**config.mk**
```make
export PLATFORM = sky130hd
export DESIGN_NAME = bfk_ctrl
export DESIGN_NICKNAME = d
export VERILOG_FILES = /design/src/rtl/core/bfk_pkg.sv /design/src/rtl/core/bfk_ctrl.sv
export SDC_FILE = /design/constraint.sdc
export NUM_CORES = 1
export LEC_CHECK = 0
export ABC_AREA = 1
export BUFFER_PORTS_ARGS = -buffer_cell sky130_fd_sc_hd__buf_4
export CORE_ASPECT_RATIO = 1.5
export CORE_MARGIN = 3
export CORE_UTILIZATION = 33
export DETAILED_ROUTE_END_ITERATION = 8
export SYNTH_ARGS = -nofsm -noshare
export SYNTH_HDL_FRONTEND = slang
export SYNTH_SLANG_ARGS = --single-unit
export TNS_END_PERCENT = 5
```
**constraint.sdc**
```tcl
create_clock -name clk -period 1.1 [get_ports clk]
set_input_delay 0.11 -clock clk [delete_from_list [all_inputs] [get_ports clk]]
set_output_delay 0.11 -clock clk [all_outputs]
set_load 0.1 [all_outputs]
```
**src/rtl/core/bfk_pkg.sv**
```systemverilog
// shared types and constants for the key1 blowfish block cipher
// no dependencies; imported by every module of the block
package bfk_pkg;

  localparam int ROUNDS_DEF = 16;

  localparam int WORD_W      = 32;
  localparam int BYTE_W      = 8;
  localparam int IDX_W       = 11;
  localparam int MODE_W      = 2;
  localparam int SBOX_WORDS  = 1024;
  localparam int BANK_DEPTH  = 512;
  localparam int BANK_AW     = 9;
  localparam int S_TDATA_W   = 112;
  localparam int M_TDATA_W   = 64;

  // bit positions of the input fields inside s_axis_tdata
  localparam int TD_IDX_LSB  = 0;
  localparam int TD_WORD_LSB = TD_IDX_LSB + IDX_W;
  localparam int TD_LO_LSB   = TD_WORD_LSB + WORD_W;
  localparam int TD_HI_LSB   = TD_LO_LSB + WORD_W;

  typedef enum logic [MODE_W-1:0] {
    MODE_WRITE = 2'd0,
    MODE_ENC   = 2'd1,
    MODE_DEC   = 2'd2
  } mode_t;

  typedef enum logic [2:0] {
    ST_IDLE,
    ST_RND_A,
    ST_RND_B,
    ST_WHT_LO,
    ST_WHT_HI
  } state_t;

  typedef struct packed {
    logic load;    // block accepted, load halves
    logic rnd_a;   // key xor, sbox lookup issued
    logic rnd_b;   // sbox data back, combine
    logic wht_lo;  // final whitening of the low half
    logic wht_hi;  // final whitening of the high half, result registered
  } dp_ctrl_t;

endpackage

```
**src/rtl/core/bfk_ctrl.sv**
```systemverilog
// round sequencer and output handshake for the cipher
// uses bfk_pkg; drives bfk_datapath through a dp_ctrl_t bundle
module bfk_ctrl
  import bfk_pkg::*;
#(
  parameter int ROUNDS = ROUNDS_DEF,
  localparam int KEY_IDX_W = $clog2(ROUNDS + 2)
) (
  input  logic                 clk,
  input  logic                 rst,
  input  logic                 in_valid,
  output logic                 in_ready,
  input  logic [MODE_W-1:0]    in_mode,
  output logic                 out_valid,
  input  logic                 out_ready,
  output logic [KEY_IDX_W-1:0] key_idx,
  output dp_ctrl_t             ctrl
);

  localparam int RND_W = $clog2(ROUNDS);

  state_t           state;
  state_t           state_next;
  logic [RND_W-1:0] rnd;
  logic             dec;
  logic             start;
  logic             finish;

  assign start  = (state == ST_IDLE) && in_valid &&
                  ((in_mode == MODE_ENC) || (in_mode == MODE_DEC));
  assign finish = (state == ST_WHT_HI) && (!out_valid || out_ready);

  always_comb begin
    state_next = state;
    case (state)
      ST_IDLE: begin
        if (start) state_next = ST_RND_A;
      end
      ST_RND_A: state_next = ST_RND_B;
      ST_RND_B: begin
        if (rnd == RND_W'(ROUNDS - 1)) state_next = ST_WHT_LO;
        else                           state_next = ST_RND_A;
      end
      ST_WHT_LO: state_next = ST_WHT_HI;
      ST_WHT_HI: begin
        if (finish) state_next = ST_IDLE;
      end
      default: state_next = ST_IDLE;
    endcase
  end

  always_comb begin
    in_ready    = 1'b0;
    ctrl        = '0;
    key_idx     = '0;
    ctrl.load   = start;
    ctrl.wht_hi = finish;
    case (state)
      ST_IDLE: in_ready = 1'b1;
      ST_RND_A: begin
        ctrl.rnd_a = 1'b1;
        // decryption walks the round keys from the top down
        if (dec) key_idx = KEY_IDX_W'(ROUNDS + 1) - KEY_IDX_W'(rnd);
        else     key_idx = KEY_IDX_W'(rnd);
      end
      ST_RND_B: ctrl.rnd_b = 1'b1;
      ST_WHT_LO: begin
        ctrl.wht_lo = 1'b1;
        key_idx     = dec ? KEY_IDX_W'(1) : KEY_IDX_W'(ROUNDS);
      end
      ST_WHT_HI: key_idx = dec ? KEY_IDX_W'(0) : KEY_IDX_W'(ROUNDS + 1);
      default: in_ready = 1'b0;
    endcase
  end

  always_ff @(posedge clk) begin
    if (rst) begin
      state     <= ST_IDLE;
      rnd       <= '0;
      dec       <= 1'b0;
      out_valid <= 1'b0;
    end else begin
      state <= state_next;
      if (start) begin
        rnd <= '0;
        dec <= (in_mode == MODE_DEC);
      end else if (state == ST_RND_B) begin
        rnd <= rnd + RND_W'(1);
      end
      if (finish)         out_valid <= 1'b1;
      else if (out_ready) out_valid <= 1'b0;
    end
  end

endmodule

```
==> results_dict.tcl <==
set metrics [dict create \
    layout.nets 153 \
    gr-usage-all-layers_pct 15.3 \
    clock_tree.buffer_depth 2 \
    final_setup_violation_count 16 \
    num_antenna_cells 0 \
    synth_top_cell_by_area "sky130_fd_sc_hd__dfxtp_1" \
    ios 18 \
    grt.met3_usage_pct 2.11 \
    initial_core_util_pct 37.0 \
    final_max_slew_viol_count 0 \
    timing.critical_path.arrival_ps 1370 \
    die_area_sq_um 2520 \
    detailedPlacementHpwl_mm 1.34 \
    hold_end "state[2]$_SDFFE_PP0P_" \
    setup-tns-final_ps -3240 \
    post-route-period-util_pct 135 \
    netlist.area_leader.share_pct 28.1 \
    worst_pin_slew_ps 278 \
    fin_util_pct 69.9 \
    fin_ws_ps -385 \
    synth.yosys.warnings 0 \
    post_synth_inst_count 99 \
    numClockSinks 9 \
    total_power_mw 1.22 \
    placementRows 18 \
    run_status "complete, but fails checks" \
    maximum_clock_rate_mhz 673 \
    clock_skew_ps 2.17 \
    grt_start_max_net_pins 8 \
    rsz0062_at_grt "true" \
    timing.hold.ws_ps 129 \
    tritoncts "built" \
    finalWirelength_mm 1.69 \
    timing.reg2reg.setup_slack_ps -20 \
    crit_path_max_fanout 2 \
    share_of_async_settable_or_async_resettable_flops_after_synthesis_pct 0 \
    n_fill_cell 139 \
    detailroute.via_count 733 \
    postRouteAntennaNets 0 \
    gr-total-overflow 0 \
    grt_pass1_wl_mm 2.79 \
    cellLeakagePower_nw 0.562 \
    area_delta_synth_final_pct 88.9 \
    average_footprint_of_a_synthesized_cell_sq_um 6.48 \
    grt.met1_usage_pct 13.9 \
    gp_congestion 0.773 \
    slew_headroom_pct 81.6 \
    worst-endpoint-required_ps 990 \
    synth_area_leaders "sky130_fd_sc_hd__dfxtp_1 28%, sky130_fd_sc_hd__nand2_1 15%, sky130_fd_sc_hd__ha_1 7.8%" \
    min_path_type "input port to flop" \
    first_global_vias 694 \
    synth_top_flop_cell "sky130_fd_sc_hd__dfxtp_1" \
    synth-seq-cells 9 \
    drc_errors 0 \
    synth_enable_flop_cells 0 \
    viasPerCell 4.52 \
    synth.net_count 109 \
    period_needed_ps 1480 \
    hold_violations 0 \
    clkLatencyLatePin_ps 280 \
    timing.max_cap.violations 0 \
    synth_top_cells_by_count "26 x sky130_fd_sc_hd__nand2_1, 13 x sky130_fd_sc_hd__inv_1, 12 x sky130_fd_sc_hd__nor2_1" \
    core_area_sq_um 1730 \
    gr-max-usage-layer "met2" \
    placement.io_buffers 17 \
    max-vdd-ir-drop_mv 0.902 \
    startpoint_types "flop" \
    post_synth_num_cell_types 17 \
    die-width_microns 42.0 \
    post_route_cells_drive_above_1_share_pct 54.9 \
    number_of_antenna_violations_at_the_first_check_in_global_routing 0 \
    drt-initial-drc-count 15 \
    die_height_microns 60.0 \
    cts_inserted_buffers 3 \
    path_class "flop to output port" \
    hold_path_startpoint "out_ready" \
    post-synth-top-count-cell "sky130_fd_sc_hd__nand2_1" \
    ff2ff_path_depth 6 \
    worst_r2r_startpoint "state[1]$_SDFFE_PP0P_" \
    clock_transition_at_the_registers_of_the_reported_paths_ps 70 \
    r2r_end "rnd[0]$_SDFFE_PP0P_" \
    holdPathStages 4 \
    crit_path_end_kind "output port" \
    wire_per_inst_microns 10.4 \
    grt_use_met2_pct 29.2 \
    cts.root.buffer_cell "sky130_fd_sc_hd__clkbuf_4" \
    sequential_share_of_the_synthesized_area_pct 28.1 \
    violations "negative setup slack" \
    post_synth_instance_area_sq_um 642 \
    place_worst_setup_slack_ps -172 \
    p_per_area_nw_per_um2 1000 \
    cts_max_level 1 \
    drt_pre_antenna_iters 4 \
]
[where the power goes]
part	internal (mW)	total, mW	switching (mW)
Sequential	0.339	0.355	0.0157
Combinational	0.221	0.585	0.364
Clock	0.141	0.277	0.137
[sequential cells by signal, indices dropped and copies added (netlist names)]
name and cells:
state 3, dec 1, out_valid 1, rnd 4
[per-layer routing]
metal	vias to the layer above	routed length, microns
met4	0	55
met2	16	927
met3	5	69
met5	-	0
li1	393	-
met1	319	636
[per-stage QoR]
step	cell area, sq um	instances
final	1210	162
after global routing	1210	162
after CTS	1170	162
after detailed placement	1010	157
after global placement	1010	157
after floorplan	699	99
[timing repair]
action,CTS,global route
resized for setup,32,12
pin swaps,2,9
gates cloned,0,0
endpoints found under the hold margin,1,0
hold buffers,1,0
buffers inserted,0,0
setup endpoints to repair,16,18
[kinds of logic (layout without fill, tap and decap cells)]
logic type	after synthesis	after routing	synth area share (%)
and+or+nand+nor	55	55	39.0
buffers and inverters	20	63	13.4
AOI/OAI and AO/OA	11	11	11.7
DFF	9	9	28.1
adders and majority gates	4	4	7.80
[worst max path at each step]
| stage | from | end | slack [ps] |
|---|---|---|---|
| finish | rnd[1]$_SDFFE_PP0P_ | key_idx[2] | -380 |
| global route | state[1]$_SDFFE_PP0P_ | key_idx[4] | -450 |
| CTS | rnd[1]$_SDFFE_PP0P_ | key_idx[2] | -410 |
| detailed placement | state[1]$_SDFFE_PP0P_ | key_idx[4] | -170 |
| global placement | state[1]$_SDFFE_PP0P_ | key_idx[4] | -150 |
| floorplan | rnd[2]$_SDFFE_PP0P_ | key_idx[2] | -530 |
[cells in the final DEF, fill, tap and decap left out, types with 5 or more instances in the layout]
cell                       n
sky130_fd_sc_hd__inv_2     5
sky130_fd_sc_hd__nand3_1   6
sky130_fd_sc_hd__nand2_1  25
sky130_fd_sc_hd__inv_1    10
sky130_fd_sc_hd__buf_12   10
sky130_fd_sc_hd__nor2_4    5
sky130_fd_sc_hd__buf_4    28
sky130_fd_sc_hd__nand2_2   5
sky130_fd_sc_hd__nor2_1    8
[worst max-delay path: stages (launching register included)]
cell,delay (ps)
sky130_fd_sc_hd__dfxtp_2,340
sky130_fd_sc_hd__inv_2,50
sky130_fd_sc_hd__ha_4,260
sky130_fd_sc_hd__nor2_2,40
sky130_fd_sc_hd__a211oi_4,200
sky130_fd_sc_hd__buf_12,210
[layout make-up]
class	count	area [sq um]	area share, %
multi-input combinational	70	447	36.8
inverter	17	71.3	5.88
sequential	9	189	15.6
tap	20	25.0	2.06
clock buffer	4	26.3	2.17
timing repair buffer	42	454	37.5
(Power assumes the default switching activity.)
